[src/sv/i2cmra_pkg.sv]
package i2cmra_pkg;

  // timer width and reset value of the segment length register
  localparam int unsigned PhaseTicksW     = 16;
  localparam logic [15:0] PhaseTicksReset = 16'd100;

  // completion status codes
  localparam logic [1:0] StatusOk      = 2'd0;
  localparam logic [1:0] StatusAddrNak = 2'd1;
  localparam logic [1:0] StatusRegNak  = 2'd2;
  localparam logic [1:0] StatusDataNak = 2'd3;

  // which byte of the sequence is on the bus
  localparam logic [1:0] StageAddr = 2'd0;
  localparam logic [1:0] StageReg  = 2'd1;
  localparam logic [1:0] StageData = 2'd2;
  localparam logic [1:0] StageRead = 2'd3;

  // request kinds
  localparam logic KindWrite = 1'b0;
  localparam logic KindRead  = 1'b1;

  // read byte reported after a failed read
  localparam logic [7:0] ReadFail = 8'hFF;

endpackage

[src/sv/i2c_master_register_access_core.sv]
// Each accepted tick word yields its result word in the following cycle.
// Throughput: one tick word per cycle unless the output stalls; the output
// register is refilled in the same cycle that its word is taken.
// Reset (rst_ni low, asynchronous): sequencer idle, lines released, status 0,
// read byte 0, segment length 100 ticks, no result word pending.
module i2c_master_register_access_core (
  input  logic        clk_i,
  input  logic        rst_ni,
  // configuration
  input  logic        cfg_we_i,
  input  logic [15:0] cfg_wdata_i,
  // tick words in
  input  logic        in_valid_i,
  output logic        in_stall_o,
  input  logic        start_req_i,
  input  logic        req_type_i,
  input  logic [6:0]  dev_addr_i,
  input  logic [7:0]  reg_addr_i,
  input  logic [7:0]  wr_data_i,
  input  logic        sda_in_i,
  // result words out
  output logic        out_valid_o,
  input  logic        out_stall_i,
  output logic        scl_out_o,
  output logic        sda_out_o,
  output logic        busy_res_o,
  output logic        done_res_o,
  output logic [1:0]  status_o,
  output logic [7:0]  rd_data_o
);

  typedef enum logic [3:0] {
    PhIdle, PhStartA, PhStartB, PhTxLow, PhTxHigh, PhAckLow, PhAckHigh,
    PhRxLow, PhRxHigh, PhNackLow, PhNackHigh, PhNackTail, PhStopA, PhStopB,
    PhStopC
  } phase_e;

  localparam int unsigned TW = i2cmra_pkg::PhaseTicksW;

  // sequencer state
  phase_e          phase_q, phase_d;
  logic [3:0]      bit_cnt_q, bit_cnt_d;
  logic [7:0]      shift_q, shift_d;
  logic [TW-1:0]   tick_q, tick_d;
  logic [6:0]      dev_q, dev_d;
  logic [7:0]      reg_q, reg_d;
  logic [7:0]      data_q, data_d;
  logic            kind_q, kind_d;
  logic [1:0]      stage_q, stage_d;
  logic [1:0]      pend_q, pend_d;
  logic [1:0]      last_status_q, last_status_d;
  logic [7:0]      last_read_q, last_read_d;
  logic [TW-1:0]   phase_ticks_q;

  // output register
  logic            out_valid_q;
  logic            scl_q, sda_q, busy_q, done_q;
  logic [1:0]      status_q;
  logic [7:0]      rd_data_q;

  logic            in_acc;
  logic            scl_lvl, sda_lvl, done_d;
  logic [TW:0]     tick_inc;
  logic [3:0]      bit_inc;

  assign in_stall_o = out_valid_q & out_stall_i;
  assign in_acc     = in_valid_i & ~in_stall_o;
  assign tick_inc   = {1'b0, tick_q} + {{TW{1'b0}}, 1'b1};

  // sequencer step for one tick
  always_comb begin
    phase_d       = phase_q;
    bit_cnt_d     = bit_cnt_q;
    shift_d       = shift_q;
    tick_d        = tick_q;
    dev_d         = dev_q;
    reg_d         = reg_q;
    data_d        = data_q;
    kind_d        = kind_q;
    stage_d       = stage_q;
    pend_d        = pend_q;
    last_status_d = last_status_q;
    last_read_d   = last_read_q;
    done_d        = 1'b0;
    scl_lvl       = 1'b1;
    sda_lvl       = 1'b1;
    bit_inc       = bit_cnt_q + 4'd1;

    // latch a new request when idle
    if (phase_q == PhIdle && start_req_i) begin
      kind_d  = req_type_i;
      dev_d   = dev_addr_i;
      reg_d   = reg_addr_i;
      data_d  = wr_data_i;
      stage_d = i2cmra_pkg::StageAddr;
      pend_d  = i2cmra_pkg::StatusOk;
      tick_d  = '0;
      phase_d = PhStartA;
    end

    // line levels of the current segment
    case (phase_d)
      PhStartA:   begin scl_lvl = 1'b1; sda_lvl = 1'b1;       end
      PhStartB:   begin scl_lvl = 1'b1; sda_lvl = 1'b0;       end
      PhTxLow:    begin scl_lvl = 1'b0; sda_lvl = shift_d[7]; end
      PhTxHigh:   begin scl_lvl = 1'b1; sda_lvl = shift_d[7]; end
      PhAckLow, PhRxLow, PhNackLow, PhNackTail: begin
        scl_lvl = 1'b0; sda_lvl = 1'b1;
      end
      PhStopA:    begin scl_lvl = 1'b0; sda_lvl = 1'b0;       end
      PhStopB:    begin scl_lvl = 1'b1; sda_lvl = 1'b0;       end
      default:    begin scl_lvl = 1'b1; sda_lvl = 1'b1;       end
    endcase

    // segment timer and advance
    if (phase_d != PhIdle) begin
      if (tick_inc >= {1'b0, phase_ticks_q}) begin
        tick_d = '0;
        case (phase_d)
          PhStartA: phase_d = PhStartB;
          PhStartB: begin
            shift_d   = {dev_d, (stage_d != i2cmra_pkg::StageAddr)};
            bit_cnt_d = '0;
            phase_d   = PhTxLow;
          end
          PhTxLow: phase_d = PhTxHigh;
          PhTxHigh: begin
            shift_d   = {shift_d[6:0], 1'b0};
            bit_cnt_d = bit_inc;
            phase_d   = (bit_inc >= 4'd8) ? PhAckLow : PhTxLow;
          end
          PhAckLow: phase_d = PhAckHigh;
          PhAckHigh: begin
            if (sda_in_i) begin
              // no acknowledge: record which byte failed, then stop
              if (stage_d == i2cmra_pkg::StageReg)
                pend_d = i2cmra_pkg::StatusRegNak;
              else if (stage_d == i2cmra_pkg::StageData && kind_d == i2cmra_pkg::KindWrite)
                pend_d = i2cmra_pkg::StatusDataNak;
              else
                pend_d = i2cmra_pkg::StatusAddrNak;
              phase_d = PhStopA;
            end else if (stage_d == i2cmra_pkg::StageAddr) begin
              stage_d   = i2cmra_pkg::StageReg;
              shift_d   = reg_d;
              bit_cnt_d = '0;
              phase_d   = PhTxLow;
            end else if (stage_d == i2cmra_pkg::StageReg) begin
              stage_d = i2cmra_pkg::StageData;
              if (kind_d == i2cmra_pkg::KindWrite) begin
                shift_d   = data_d;
                bit_cnt_d = '0;
                phase_d   = PhTxLow;
              end else begin
                phase_d = PhStartA;   // repeated start
              end
            end else if (kind_d == i2cmra_pkg::KindWrite) begin
              phase_d = PhStopA;
            end else begin
              stage_d   = i2cmra_pkg::StageRead;
              shift_d   = '0;
              bit_cnt_d = '0;
              phase_d   = PhRxLow;
            end
          end
          PhRxLow: phase_d = PhRxHigh;
          PhRxHigh: begin
            shift_d   = {shift_d[6:0], sda_in_i};
            bit_cnt_d = bit_inc;
            phase_d   = (bit_inc >= 4'd8) ? PhNackLow : PhRxLow;
          end
          PhNackLow:  phase_d = PhNackHigh;
          PhNackHigh: phase_d = PhNackTail;
          PhNackTail: phase_d = PhStopA;
          PhStopA:    phase_d = PhStopB;
          PhStopB:    phase_d = PhStopC;
          PhStopC: begin
            last_status_d = pend_d;
            if (kind_d == i2cmra_pkg::KindWrite)
              last_read_d = '0;
            else
              last_read_d = (pend_d != i2cmra_pkg::StatusOk) ? i2cmra_pkg::ReadFail
                                                              : shift_d;
            phase_d = PhIdle;
            done_d  = 1'b1;
          end
          default: phase_d = PhIdle;
        endcase
      end else begin
        tick_d = tick_inc[TW-1:0];
      end
    end
  end

  // state, configuration and output register
  always_ff @(posedge clk_i or negedge rst_ni) begin
    if (!rst_ni) begin
      phase_q       <= PhIdle;
      bit_cnt_q     <= '0;
      shift_q       <= '0;
      tick_q        <= '0;
      dev_q         <= '0;
      reg_q         <= '0;
      data_q        <= '0;
      kind_q        <= i2cmra_pkg::KindWrite;
      stage_q       <= i2cmra_pkg::StageAddr;
      pend_q        <= i2cmra_pkg::StatusOk;
      last_status_q <= i2cmra_pkg::StatusOk;
      last_read_q   <= '0;
      phase_ticks_q <= i2cmra_pkg::PhaseTicksReset;
      out_valid_q   <= 1'b0;
      scl_q         <= 1'b1;
      sda_q         <= 1'b1;
      busy_q        <= 1'b0;
      done_q        <= 1'b0;
      status_q      <= '0;
      rd_data_q     <= '0;
    end else begin
      if (cfg_we_i) begin
        phase_ticks_q <= cfg_wdata_i;
      end
      if (in_acc) begin
        phase_q       <= phase_d;
        bit_cnt_q     <= bit_cnt_d;
        shift_q       <= shift_d;
        tick_q        <= tick_d;
        dev_q         <= dev_d;
        reg_q         <= reg_d;
        data_q        <= data_d;
        kind_q        <= kind_d;
        stage_q       <= stage_d;
        pend_q        <= pend_d;
        last_status_q <= last_status_d;
        last_read_q   <= last_read_d;
        out_valid_q   <= 1'b1;
        scl_q         <= scl_lvl;
        sda_q         <= sda_lvl;
        busy_q        <= (phase_d != PhIdle);
        done_q        <= done_d;
        status_q      <= last_status_d;
        rd_data_q     <= last_read_d;
      end else if (!out_stall_i) begin
        out_valid_q <= 1'b0;
      end
    end
  end

  assign out_valid_o = out_valid_q;
  assign scl_out_o   = scl_q;
  assign sda_out_o   = sda_q;
  assign busy_res_o  = busy_q;
  assign done_res_o  = done_q;
  assign status_o    = status_q;
  assign rd_data_o   = rd_data_q;

endmodule
[config.mk]
export PLATFORM = sky130hd
export DESIGN_NAME = i2c_master_register_access_core
export DESIGN_NICKNAME = d
export VERILOG_FILES = /design/src/sv/i2cmra_pkg.sv /design/src/sv/i2c_master_register_access_core.sv
export SDC_FILE = /design/constraint.sdc
export NUM_CORES = 1
export LEC_CHECK = 0
export ABC_AREA = 1
export BUFFER_PORTS_ARGS = -buffer_cell sky130_fd_sc_hd__buf_2
export CAP_MARGIN = 10
export CORE_ASPECT_RATIO = 0.9
export CORE_UTILIZATION = 37
export DETAILED_ROUTE_END_ITERATION = 12
export PLACE_DENSITY_LB_ADDON = 0.3
export SLEW_MARGIN = 5
export SYNTH_ARGS = -nofsm -noshare
export SYNTH_HDL_FRONTEND = slang
export SYNTH_SLANG_ARGS = --single-unit
[constraint.sdc]
create_clock -name clk_i -period 5.89 [get_ports clk_i]
set_input_delay 1.178 -clock clk_i [delete_from_list [all_inputs] [get_ports clk_i]]
set_output_delay 1.178 -clock clk_i [all_outputs]
set_load 0.005 [all_outputs]
======== Word level (Yosys, flattened, before mapping) ========
Cells that the tools add are included.
word-level totals
  word-level logic and storage cells ...... 122
  bits in registers ....................... 91
  bits of input ports ..................... 47
  output and inout bits ................... 16
cells by class
  reduce and logical (&&, ||, !) cells .... 19
  mux-type cells .......................... 57
  eq/ne operators ......................... 20
  $add $sub $neg .......................... 2
  order comparisons ....................... 2
  bitwise gates (word level) .............. 4
operators with widths
  cell                     count
  $mux W8                  9
  $mux W4                  13
  $pmux W4 S13             1
  $mux W16                 3
  $mux W2                  19
  $pmux W8 S4              1
  $eq A4 B4 Y1 const B     7
  $add A16 B1 Y17 const B  1
  $ge A17 B16 Y1           1
  $eq A4 B3 Y1 const B     4
  $reduce_and A7 Y1        2
  $pmux W4 S3              1
  $reduce_bool A4 Y1       3
  $eq A4 B2 Y1 const B     2
  $ne A4 B4 Y1 const B     2
  $mux W1                  7
  $mux W7                  1
  $reduce_bool A2 Y1       3
  $reduce_or A6 Y1         1
  $add A4 B1 Y4 const B    1
  $eq A4 B1 Y1 const B     1
  $ge A4 B4 Y1 const B     1
  $logic_not A4 Y1         1
  $reduce_and A4 Y1        1
  14 further kinds         18

======== Logic depth before layout (Yosys ltp) ========
  depth in word-level cells ............... 11
  mapped depth ............................ 25
  mapped depth without buffers ............ 25

======== Worst setup path before layout ========
Ideal clock, no wire load.
  path kind ............................... reg2reg
  from .................................... register tick_q[0]
  to ...................................... register rd_data_q[1] (netlist: rd_data_o[1])
  data arrival time ....................... 3023 ps
  slack ................................... 2741 ps
  clock period less this slack ............ 3149 ps
  required time ........................... 5764 ps
  cell stages (with the launch flop) ...... 18
  buffers on the path ..................... 1
  library setup time ...................... 126 ps
  cell sequence ........................... dfrtp_1 > nand3_1 > nor2_1 > nand3_1 > nor3_1 > nand3_1 > nor3_1 > xor2_1 > inv_1 > ha_1 > nand4_1 > nor4_1 > nand2_1 > nand3_4 > nand2_2 > nor3_2 > buf_2 > o21ai_0
between the ends
  longest elaborated chain between the ends .. 3
ends and longest elaborated chain
  element                      line                                    text
  start: declaration           i2c_master_register_access_core.sv:44   logic [TW-1:0] tick_q, tick_d;
  start signal: assignment     i2c_master_register_access_core.sv:226  tick_q <= tick_d;
  $add A16 B1 Y17              i2c_master_register_access_core.sv:68   assign tick_inc = {1'b0, tick_q} + {{TW{1'b0}}, 1'b1};
  $ge A17 B16 Y1               i2c_master_register_access_core.sv:117  if (tick_inc >= {1'b0, phase_ticks_q}) begin
  $reduce_and A4 Y1 (no line)  -
  end signal: assignment       i2c_master_register_access_core.sv:241  rd_data_q <= last_read_d;
  end: declaration             i2c_master_register_access_core.sv:59   logic [7:0] rd_data_q;
Every way passes these cells.
A chain may end at the register's enable or synchronous reset.

======== Worst setup path in the final report ========
  from .................................... register tick_q[0]
  to ...................................... register rd_data_q[5] (netlist: rd_data_o[5])
Same word-level chain as after synthesis.

==> impl_metrics.toml <==
[sta]
tightest_slew_ns = 1.10
period_share_pct = 70.9
setup_viol = 0
timing_hold_violations_final = 0
skew_ns = 0.00565
fmax_mhz = 240
fin_hold_ws_ns = 0.480
setup-tns-final_ns = 0
fin_crit_ns = 4.17
final_max_slew_viol_count = 0
slew_headroom_pct = 26.6
rsz0062_at_grt = "false"

[die]
ios = 63
dieHeight_um = 118
die_x_um = 131
core-area_um2 = 14300
die_area_um2 = 15400
rows = 41
start_util_pct = 38.6

[layout]
multiInputGateArea_um2 = 2590
final_nets = 837
syn_to_final_growth_pct = 13.1
fill_cells = 1487
final_common_cell = "nand2_1"
layout.cells.non_filler = 968
antennaDiodeCount = 0
drive_gt1_share_pct = 17.5
regArea_um2 = 2280
fin_util_pct = 43.6
layout_common_cells = "178 x nand2_1, 127 x inv_1, 86 x dfrtp_1, 85 x o21ai_0, 61 x buf_2"

[pwr]
vdd_ir_drop_max_v = 0.000172
static-leakage-power_nw = 3.18
power_density_nw_per_um2 = 406
power_mw = 2.53

[placed_design]
numPortBuffers = 62
dpl.cell_count = 952
dp_hpwl_mm = 9.01
place.gp.congestion = 0.845

[setup_path]
path_class = "flip-flop to flip-flop"
cp-start-kind = "flip-flop"
worst-r2r-setup-slack_ns = 1.72
cp_num_buf_inv = 1
max_stage_delay_ns = 0.84
crit_arrival_ns = 4.36
critPathMaxFanout = 21
cpMostUsedCell = "nand3_1"
critPathTopFamily = "simple AND/OR/NAND/NOR gates"
worst-path-stages = 16
worstSetupEndpointType = "flip-flop"
r2r_cells = 16
critical_path_required_ns = 6.07
worstPathCellList = "nand3_1 > nor2_1 > nand3_1 > nor3_1 > nand3_1 > nor3_1 > xor2_1 > inv_1 > ha_1 > nand4_1 > nor4_1 > nand2_1 > nand3_4 > nand2_2 > nor3_2 > o21ai_0"
slowest_stage = "nor3_2"

[route]
ant_nets = 0
routedWlPerCell_um = 12.6
drtIter0Drc = 352
drt_wl_total_mm = 12.2
vias = 4622
drt_pre_antenna_iters = 5
drc_errors = 0
viasPerCell = 4.77

[clock_tree]
cts_buffers = 9
postCtsHoldBufs = 0
cts.sinks = 91
clock_tree.root_cell = "clkbuf_16"
insertion_delay_ns = 0.35
post_cts_buffers = 0
cts_tree = "done"
cts_resized = 0
cts_buffer_depth = 2
h-tree-depth = 3
clkTransAtPathRegs_ns = 0.06

[yosys]
synthArstFlopShare_pct = 100
synth_area_um2 = 5500
ys_warn_count = 0
synth_edf_count = 0
ys.flop_type = "dfrtp_1"
yosys-top-cells-area = "dfrtp_1 39%, nand2_1 12%, inv_1 8.7%"
synth_fp_nets = 785
yosys.area.top_type = "dfrtp_1"
syn_inst = 718
ys_seq_elements = 91
ys_types = 40
yosysTopAreaCellShare_pct = 39.1
syn_area_per_cell_um2 = 7.66
synth.yosys.seq_area_share_pct = 41.5

[hold_path]
hp-class = "flip-flop to flip-flop"
hold_depth = 1

[status]
status = "completed"

[global_route]
gr-total-overflow = 0
grt_pass1_wl_mm = 20.8
grt_max_degree = 63
antenna_found_initial = 0
grt_pass1_vias = 4288
grt_use_total_pct = 17.2

[flow_run]
cap_violations = 0
-- cells by family (layout without fill, tap and decap cells) --
| group | after synthesis | in the layout | share of synthesized area [%] |
|---|---|---|---|
| xor+xnor | 12 | 12 | 1.91 |
| compound gates | 162 | 162 | 16.9 |
| simple gates | 278 | 278 | 23.4 |
| flops | 91 | 91 | 41.5 |
| mux | 2 | 2 | 0.387 |
| buf+inv | 153 | 210 | 11.3 |
| fa+ha+maj | 20 | 20 | 4.55 |
-- metrics by stage --
step / cell area, um^2 / worst slack [ns]
floorplan: 5500 / 2.74
global placement: 5930 / 1.90
detailed placement: 5930 / 1.73
CTS: 6220 / 1.72
global route: 6220 / 1.20
finish: 6220 / 1.72
-- where the power goes --
part	switching, mW	internal [mW]	total (mW)	leakage (nW)
Clock	0.240	0.321	0.561	0.142
Combinational	0.624	0.382	1.01	1.89
Sequential	0.143	0.819	0.962	1.15
-- cells in the mapped netlist, types with 13 or more instances --
cell type,number
nand2_2,14
o22ai_1,16
nand4_1,17
dfrtp_1,86
nand2_1,178
a21oi_1,25
nand3_1,13
ha_1,20
o21ai_0,85
inv_1,127
nor2_1,29
-- area by class of cell --
type                    count  area share (%)
clock inverters             3           0.342
inverters                 131            7.90
repair buffers             63            5.15
flip-flops and latches     91            36.7
clock buffers              13            4.34
multi-input cells         474            41.7
well taps                 193            3.88
-- flip-flops by register name (all words and copies together) (netlist names), 4 cells and up --
name and count:
bit_cnt_q 4, data_q 8, dev_q 7, phase_q 4, phase_ticks_q 16, rd_data_o 8, reg_q 8, shift_q 8
tick_q 16
-- per-layer routing --
| layer | track usage [%] | share of wire, % | up-vias |
|---|---|---|---|
| met4 | 4.89 | 1.3 | 0 |
| met1 | 26.3 | 52 | 2133 |
| met2 | 24.2 | 43 | 72 |
| met5 | 0 | 0 | - |
| li1 | - | - | 2405 |
| met3 | 3.32 | 3.5 | 12 |
-- worst paths after layout --
| path | startpoint | end |
|---|---|---|
| setup / recovery | tick_q[0] | rd_data_o[5] |
| hold / removal | done_res_o | done_res_o |
| setup reg to reg | tick_q[0] | rd_data_o[5] |
| hold reg to reg | done_res_o | done_res_o |
| max in group asynchronous | rst_ni | shift_q[2] |
| min in group asynchronous | rst_ni | out_valid_o |
(Power assumes the default switching activity.)
